## config.mk

```make
export PLATFORM = sky130hd
export DESIGN_NAME = minmax_vector_normalizer
export DESIGN_NICKNAME = d
export VERILOG_FILES = /design/src/rtl/mmvn_pkg.sv /design/src/rtl/minmax_vector_normalizer.sv /design/src/rtl/mmvn_div.sv
export VERILOG_INCLUDE_DIRS = /design/src /design/src/rtl
export SDC_FILE = /design/constraint.sdc
export NUM_CORES = 1
export LEC_CHECK = 0
export BUFFER_PORTS_ARGS = -buffer_cell sky130_fd_sc_hd__buf_4
export CAP_MARGIN = 20
export CORE_MARGIN = 4
export CORE_UTILIZATION = 55
export CTS_CLUSTER_SIZE = 12
export DETAILED_ROUTE_END_ITERATION = 10
export HOLD_SLACK_MARGIN = 0.1
export PLACE_DENSITY = 0.76
export SLEW_MARGIN = 25
export SYNTH_ARGS = -nofsm -noshare
export SYNTH_HDL_FRONTEND = slang
export SYNTH_SLANG_ARGS = --single-unit
```

## constraint.sdc

```tcl
create_clock -name clock -period 5.3 [get_ports clock]
set_input_delay 1.06 -clock clock [delete_from_list [all_inputs] [get_ports clock]]
set_output_delay 1.06 -clock clock [all_outputs]
set_load 0.005 [all_outputs]
```

## src/rtl/minmax_vector_normalizer_macros.svh

```systemverilog
// Assertion helpers for the RTL of the normalizer.
`ifndef MINMAX_VECTOR_NORMALIZER_MACROS_SVH
`define MINMAX_VECTOR_NORMALIZER_MACROS_SVH
`ifndef SYNTH
// Same-cycle implication, checked outside reset.
`define MMVN_ASSERT_IMP(label, clk, rst, ante, cons) \
   label: assert property (@(posedge clk) disable iff (rst) (ante) |-> (cons)) \
      else $error("assertion failed");
// Next-cycle implication, checked outside reset.
`define MMVN_ASSERT_NEXT(label, clk, rst, ante, cons) \
   label: assert property (@(posedge clk) disable iff (rst) (ante) |=> (cons)) \
      else $error("assertion failed");
`else
`define MMVN_ASSERT_IMP(label, clk, rst, ante, cons)
`define MMVN_ASSERT_NEXT(label, clk, rst, ante, cons)
`endif
`endif

```

## src/rtl/mmvn_pkg.sv

```systemverilog
package mmvn_pkg;

   localparam int DEPTH_DEFAULT       = 64;
   localparam int SAMPLE_BITS_DEFAULT = 16;

   // Result format: unsigned Q1.15, so the quotient needs 16 bits.
   localparam int Q_BITS = 16;
   localparam int Q_ONE  = 32768;

   typedef enum logic [2:0] {
      ST_LOAD,
      ST_RANGE,
      ST_FETCH,
      ST_DIFF,
      ST_START,
      ST_DIV,
      ST_PUT
   } state_type;

endpackage

```

## src/rtl/minmax_vector_normalizer.sv

```systemverilog
// Min-max vector normalizer.
// Input channel req_*: one signed sample per item, req_last_in marks the end of
// a vector. Samples are taken one per cycle while the block is loading.
// A vector ends on an item with req_last_in set or on the DEPTH-th item.
// Then req_stall rises and every stored sample is sent on rsp_* in arrival
// order as (x - min) / (max - min) in unsigned Q1.15, rounded to nearest.
// rsp_last_out marks the final result; rsp_degenerate is set with a zero
// result when all samples of the vector were equal.
// Steps: after the closing item, a range step computes max - min; each result
// then goes through memory read, offset, divider start, a bit-serial restoring
// divider for 16 quotient bits and its done flag, and output load; a degenerate
// vector skips the divider. Results are made one at a time, not overlapped.
// The result sits in an output register; a stall holds it and the sequencer
// waits there. Loading of the next vector starts while the last result of the
// previous one still waits to be taken.
// Reset (synchronous) empties the vector and clears all handshake state; the
// sample memory itself is not cleared.
module minmax_vector_normalizer #(
   parameter int DEPTH       = mmvn_pkg::DEPTH_DEFAULT,
   parameter int SAMPLE_BITS = mmvn_pkg::SAMPLE_BITS_DEFAULT
) (
   input  logic                                clock,
   input  logic                                reset,
   input  logic                                req_valid,
   output logic                                req_stall,
   input  logic signed [SAMPLE_BITS-1:0]       req_sample,
   input  logic                                req_last_in,
   output logic                                rsp_valid,
   input  logic                                rsp_stall,
   output logic [mmvn_pkg::Q_BITS-1:0]         rsp_scaled,
   output logic                                rsp_degenerate,
   output logic                                rsp_last_out
);

`include "minmax_vector_normalizer_macros.svh"

   localparam int AW = $clog2(DEPTH);
   localparam int CW = $clog2(DEPTH + 1);
   localparam int QB = mmvn_pkg::Q_BITS;

   localparam logic signed [SAMPLE_BITS-1:0] MostPos = {1'b0, {(SAMPLE_BITS-1){1'b1}}};
   localparam logic signed [SAMPLE_BITS-1:0] MostNeg = {1'b1, {(SAMPLE_BITS-1){1'b0}}};

   mmvn_pkg::state_type state_ff, state_in;

   logic signed [SAMPLE_BITS-1:0] sample_store_ff [DEPTH];
   logic signed [SAMPLE_BITS-1:0] rd_data_ff;

   logic [CW-1:0]                 count_ff, count_in;
   logic [AW-1:0]                 k_ff, k_in;
   logic signed [SAMPLE_BITS-1:0] min_ff, min_in;
   logic signed [SAMPLE_BITS-1:0] max_ff, max_in;
   logic [SAMPLE_BITS-1:0]        range_ff, range_in;
   logic                          degen_ff, degen_in;
   logic [SAMPLE_BITS-1:0]        diff_ff, diff_in;

   logic                          rsp_valid_ff, rsp_valid_in;
   logic [QB-1:0]                 rsp_scaled_ff, rsp_scaled_in;
   logic                          rsp_degenerate_ff, rsp_degenerate_in;
   logic                          rsp_last_out_ff, rsp_last_out_in;

   logic                          in_take;
   logic                          closes;
   logic                          out_free;
   logic                          last_elem;
   logic                          div_start;
   logic                          div_done;
   logic [QB-1:0]                 div_quot;
   logic signed [SAMPLE_BITS:0]   span;
   logic signed [SAMPLE_BITS:0]   offset;

   assign req_stall = (state_ff != mmvn_pkg::ST_LOAD);
   assign in_take   = req_valid && !req_stall;
   assign closes    = req_last_in || (count_ff == CW'(DEPTH - 1));
   assign out_free  = !rsp_valid_ff || !rsp_stall;
   assign last_elem = ((CW'(k_ff) + 1'b1) == count_ff);
   assign span      = {max_ff[SAMPLE_BITS-1], max_ff} - {min_ff[SAMPLE_BITS-1], min_ff};
   assign offset    = {rd_data_ff[SAMPLE_BITS-1], rd_data_ff}
                      - {min_ff[SAMPLE_BITS-1], min_ff};

   mmvn_div #(
      .SAMPLE_BITS(SAMPLE_BITS)
   ) u_div (
      .clock   (clock),
      .reset   (reset),
      .start   (div_start),
      .dividend(diff_ff),
      .divisor (range_ff),
      .done    (div_done),
      .quotient(div_quot)
   );

   // Next state.
   always_comb begin
      state_in = state_ff;
      unique case (state_ff)
         mmvn_pkg::ST_LOAD:  if (in_take && closes) state_in = mmvn_pkg::ST_RANGE;
         mmvn_pkg::ST_RANGE: state_in = mmvn_pkg::ST_FETCH;
         mmvn_pkg::ST_FETCH: state_in = mmvn_pkg::ST_DIFF;
         mmvn_pkg::ST_DIFF:  state_in = mmvn_pkg::ST_START;
         mmvn_pkg::ST_START: state_in = degen_ff ? mmvn_pkg::ST_PUT : mmvn_pkg::ST_DIV;
         mmvn_pkg::ST_DIV:   if (div_done) state_in = mmvn_pkg::ST_PUT;
         mmvn_pkg::ST_PUT: begin
            if (out_free) begin
               state_in = last_elem ? mmvn_pkg::ST_LOAD : mmvn_pkg::ST_FETCH;
            end
         end
         default:            state_in = mmvn_pkg::ST_LOAD;
      endcase
   end

   // Datapath and outputs.
   always_comb begin
      count_in          = count_ff;
      k_in              = k_ff;
      min_in            = min_ff;
      max_in            = max_ff;
      range_in          = range_ff;
      degen_in          = degen_ff;
      diff_in           = diff_ff;
      div_start         = 1'b0;
      rsp_scaled_in     = rsp_scaled_ff;
      rsp_degenerate_in = rsp_degenerate_ff;
      rsp_last_out_in   = rsp_last_out_ff;
      rsp_valid_in      = rsp_valid_ff && rsp_stall;
      unique case (state_ff)
         mmvn_pkg::ST_LOAD: begin
            if (in_take) begin
               count_in = count_ff + 1'b1;
               if (req_sample < min_ff) min_in = req_sample;
               if (req_sample > max_ff) max_in = req_sample;
               k_in = '0;
            end
         end
         mmvn_pkg::ST_RANGE: begin
            range_in = span[SAMPLE_BITS-1:0];
            degen_in = (span == '0);
         end
         mmvn_pkg::ST_FETCH: begin
         end
         mmvn_pkg::ST_DIFF: begin
            diff_in = offset[SAMPLE_BITS-1:0];
         end
         mmvn_pkg::ST_START: begin
            div_start = !degen_ff;
         end
         mmvn_pkg::ST_DIV: begin
         end
         mmvn_pkg::ST_PUT: begin
            if (out_free) begin
               rsp_valid_in      = 1'b1;
               rsp_scaled_in     = degen_ff ? '0 : div_quot;
               rsp_degenerate_in = degen_ff;
               rsp_last_out_in   = last_elem;
               if (last_elem) begin
                  // Vector done: clear for the next one.
                  count_in = '0;
                  k_in     = '0;
                  min_in   = MostPos;
                  max_in   = MostNeg;
               end else begin
                  k_in = k_ff + 1'b1;
               end
            end
         end
         default: begin
         end
      endcase
   end

   // Sample memory: one write port while loading, one registered read port.
   always_ff @(posedge clock) begin
      if (in_take) begin
         sample_store_ff[count_ff[AW-1:0]] <= req_sample;
      end
      rd_data_ff <= sample_store_ff[k_ff];
   end

   always_ff @(posedge clock) begin
      range_ff          <= range_in;
      degen_ff          <= degen_in;
      diff_ff           <= diff_in;
      rsp_scaled_ff     <= rsp_scaled_in;
      rsp_degenerate_ff <= rsp_degenerate_in;
      rsp_last_out_ff   <= rsp_last_out_in;
      if (reset) begin
         state_ff     <= mmvn_pkg::ST_LOAD;
         count_ff     <= '0;
         k_ff         <= '0;
         min_ff       <= MostPos;
         max_ff       <= MostNeg;
         rsp_valid_ff <= 1'b0;
      end else begin
         state_ff     <= state_in;
         count_ff     <= count_in;
         k_ff         <= k_in;
         min_ff       <= min_in;
         max_ff       <= max_in;
         rsp_valid_ff <= rsp_valid_in;
      end
   end

   assign rsp_valid      = rsp_valid_ff;
   assign rsp_scaled     = rsp_scaled_ff;
   assign rsp_degenerate = rsp_degenerate_ff;
   assign rsp_last_out   = rsp_last_out_ff;

   `MMVN_ASSERT_IMP(a_degen_zero, clock, reset, rsp_valid && rsp_degenerate, rsp_scaled == '0)
   `MMVN_ASSERT_IMP(a_scaled_max, clock, reset, rsp_valid, rsp_scaled <= QB'(mmvn_pkg::Q_ONE))
   `MMVN_ASSERT_IMP(a_count_room, clock, reset, state_ff == mmvn_pkg::ST_LOAD, count_ff < CW'(DEPTH))
   `MMVN_ASSERT_IMP(a_div_done_state, clock, reset, div_done, state_ff == mmvn_pkg::ST_DIV)
   `MMVN_ASSERT_IMP(a_index_stored, clock, reset, state_ff == mmvn_pkg::ST_PUT, CW'(k_ff) < count_ff)
   `MMVN_ASSERT_NEXT(a_last_reload, clock, reset, rsp_valid_in && rsp_last_out_in && out_free && state_ff == mmvn_pkg::ST_PUT, count_ff == '0)

endmodule

```

## src/rtl/mmvn_div.sv

```systemverilog
module mmvn_div #(
   parameter int SAMPLE_BITS = mmvn_pkg::SAMPLE_BITS_DEFAULT
) (
   input  logic                          clock,
   input  logic                          reset,
   input  logic                          start,
   input  logic [SAMPLE_BITS-1:0]        dividend,
   input  logic [SAMPLE_BITS-1:0]        divisor,
   output logic                          done,
   output logic [mmvn_pkg::Q_BITS-1:0]   quotient
);

   localparam int QB   = mmvn_pkg::Q_BITS;
   localparam int NW   = SAMPLE_BITS + QB;
   localparam int CNTW = $clog2(QB + 1);

   logic [SAMPLE_BITS-1:0] rem_ff, rem_in;
   logic [QB-1:0]          qr_ff, qr_in;
   logic [CNTW-1:0]        cnt_ff, cnt_in;
   logic                   busy_ff, busy_in;
   logic                   done_ff, done_in;

   logic [NW-1:0]          num;
   logic [SAMPLE_BITS:0]   trial;
   logic [SAMPLE_BITS:0]   trial_sub;
   logic                   fits;

   // Numerator is dividend * 2^15 plus half the divisor, for round to nearest.
   // Its top part is already below the divisor, so only 16 quotient bits remain.
   assign num       = {dividend, {(QB-1){1'b0}}} + NW'(divisor >> 1);
   assign trial     = {rem_ff, qr_ff[QB-1]};
   assign trial_sub = trial - {1'b0, divisor};
   assign fits      = (trial >= {1'b0, divisor});

   always_comb begin
      rem_in  = rem_ff;
      qr_in   = qr_ff;
      cnt_in  = cnt_ff;
      busy_in = busy_ff;
      done_in = 1'b0;
      if (start) begin
         rem_in  = num[NW-1:QB];
         qr_in   = num[QB-1:0];
         cnt_in  = '0;
         busy_in = 1'b1;
      end else if (busy_ff) begin
         rem_in = fits ? trial_sub[SAMPLE_BITS-1:0] : trial[SAMPLE_BITS-1:0];
         qr_in  = {qr_ff[QB-2:0], fits};
         cnt_in = cnt_ff + 1'b1;
         if (cnt_ff == CNTW'(QB - 1)) begin
            busy_in = 1'b0;
            done_in = 1'b1;
         end
      end
   end

   always_ff @(posedge clock) begin
      rem_ff <= rem_in;
      qr_ff  <= qr_in;
      if (reset) begin
         cnt_ff  <= '0;
         busy_ff <= 1'b0;
         done_ff <= 1'b0;
      end else begin
         cnt_ff  <= cnt_in;
         busy_ff <= busy_in;
         done_ff <= done_in;
      end
   end

   assign done     = done_ff;
   assign quotient = qr_ff;

endmodule

```

==> qor.yml <==
outcome: "finished, final reports clean"
ys_seq_elements: 1179
yosys_warnings: 0
final_common_cell: "edfxtp_1"
finalSetupViolCount: 0
r2r_cells: 11
gp_congestion: 0.883
cts.sinks: 1179
antenna_found_initial: 5
drive_above_1_share_pct: 23.5
yosysSeqAreaShare_pct: 72.0
avgViaCountPerCell: 6.38
dr.pass1.iters: 6
synth_area_um2: 48200
core_area_um2: 86900
area_growth_pct: 11.4
wl_per_cell_um: 29.6
worstReg2RegStart: "range_ff[1]"
io_buffer_count: 40
dieHeight_um: 304
start_util_pct: 55.5
htree_levels: 3
post-route-drc-count: 0
syn_avg_cell_area_um2: 19.4
slew_viol_final: 0
insertion_delay_ns: 0.70
p_total_mw: 18.9
hp-start: "max_ff[10]"
mostFrequentLayoutCells: "1,107 x edfxtp_1, 336 x mux4_2, 190 x nor2_1, 121 x buf_4, 117 x clkbuf_16"
fmax_ghz: 0.289
cp.arrival_ns: 3.97
root_buffer: "clkbuf_16"
holdBufCountCts: 0
min_period_ns: 3.46
crit_fanout: 14
cts_tree: "yes"
synthesis.instances: 2479
grt_overflow_total: 0
drtIter0Drc: 2741
grt_max_degree: 110
pin_count: 41
regToRegSetupSlack_ns: 1.84
start_kind: "register"
worst_pin_slew_ns: 0.954
fin_nets: 2717
placed_area_um2: 50200
drt-total-wl_mm: 114
clk_pin_slew_ns: 0.06
holdWs_ns: 0.519
grt_usage_pct: 24.7
finalCritPeriodShare_pct: 65.3
final_cell_area_um2: 53700
power.density_nw_per_um2: 352
synth_nets: 2585
cp_data_required_time_ns: 5.81
stdcell_count: 3849
hp-class: "reg -> reg"
post_cts_resized: 0
ant_nets: 0
cts_setup_buffers: 0
synth_cell_type_count: 71
relSlewSlack_pct: 36.4
dieArea_um2: 92400
grt_pass1_wl_mm: 168
r2r-end: "u_div.rem_ff[0]"
finalClockSkew_ns: 0.0469
holdPathEnd: "max_ff[10]"
die_w_um: 304
p_leak_nw: 17.3
synth_flop_cell: "edfxtp_1"
dp_cells: 3649
synth_edf_count: 1107
holdPathStages: 2
placementRows: 108
fin_setup_tns_ns: 0
fillers: 5811
vdd_ir_drop_max_v: 0.000353
grt_pass1_vias: 24900
hold_viol_final: 0
cts_made_buffers: 115
num_vias: 24500
cp-end-kind: "register"
worstSetupPathType: "reg -> reg"
synthArstFlopShare_pct: 0
maxCapViolCount: 0
clock_path_buffers: 3
rsz0062_at_grt: "no"
hpwl_mm: 65.0
## per-layer routing
metal  GRT usage (%)  share of wire (%)  vias to the layer above
met5               0              0.025                        -
li1                -                  -                    10300
met3            4.78                9.0                      204
met2            40.0                 49                     1282
met1            34.3                 38                    12800
met4            8.28                3.5                        4
## metrics by stage
| stage | util, % | worst slack (ns) |
|---|---|---|
| 6_report | 61.8 | 1.84 |
| 3_5_place_dp | 57.8 | 1.23 |
| 2_1_floorplan | - | 2.40 |
| 5_1_grt | 61.8 | 1.65 |
| 3_3_place_gp | 57.7 | 1.35 |
| 4_1_cts | 61.7 | 1.85 |
## synth_stat cells (13+ instances only)
cell type / count / area share [%]
edfxtp_1: 1107 / 69
mux4_2: 336 / 16
nor2_1: 193 / 1.5
ha_1: 82 / 2.1
dfxtp_1: 72 / 3.0
inv_1: 71 / 0.55
nand2_1: 67 / 0.52
clkbuf_1: 63 / 0.49
a21oi_1: 56 / 0.58
mux2i_1: 48 / 1.0
o21ai_0: 46 / 0.48
nand2b_1: 32 / 0.42
xnor2_1: 30 / 0.55
buf_2: 26 / 0.27
nor3_1: 25 / 0.26
nor2b_1: 23 / 0.30
o21a_1: 17 / 0.26
xor2_1: 16 / 0.29
nand3_1: 14 / 0.15
buf_1: 13 / 0.10
## cell type report
cell class	instances	area, um^2	area share (%)
inverter	72	270	0.504
clock buffer	171	3200	5.96
sequential	1179	34700	64.7
tap	1155	1450	2.69
timing repair buffer	126	1010	1.88
clock inverter	28	264	0.492
multi-input combinational	1117	12800	23.8
antenna	1	2.50	0.00466
## flip-flops by register name, summed over array words and instances, names as in the netlist, 3 cells and up
name and flops:
max_ff 16, min_ff 16, k_ff 6, state_ff 3
u_div.quotient 16, range_ff 16, diff_ff 16, rsp_scaled 16
u_div.rem_ff 16, u_div.cnt_ff 5, count_ff 7, rd_data_ff 16
sample_store_ff 1024
## worst max-delay path, stage by stage, from the launching register on
cell and delay (ns):
edfxtp_1 0.43, inv_1 0.07, ha_1 0.31, nor2b_1 0.15, o31a_1 0.28, o41ai_2 0.32
o211a_1 0.20, o21ai_1 0.10, a2111oi_4 0.57, buf_4 0.36, mux2_2 0.37, a21oi_1 0.15
## power by group
part,internal (mW),switching (mW)
clock,4.29,3.32
combinational,0.324,0.577
sequential,10.3,0.0704
total,14.9,3.97
## cells by family after synthesis
kind of cell | count (synthesis) | synth area share [%]
simple gates | 408 | 3.94
flops | 1179 | 72.0
xor+xnor | 46 | 0.836
fa+ha+maj | 85 | 2.25
mux | 388 | 16.8
compound gates | 190 | 2.60
buf+inv | 183 | 1.59
## how the worst max path moves through the flow
stage,startpoint,end,slack [ns]
floorplan,req_sample[1],max_ff[10],2.40
global placement,req_sample[9],min_ff[1],1.35
detailed placement,req_sample[9],min_ff[1],1.23
CTS,range_ff[1],u_div.rem_ff[0],1.85
global route,range_ff[1],u_div.rem_ff[0],1.65
finish,range_ff[1],u_div.rem_ff[0],1.84
Note: power is estimated with default switching activity, not from simulation.
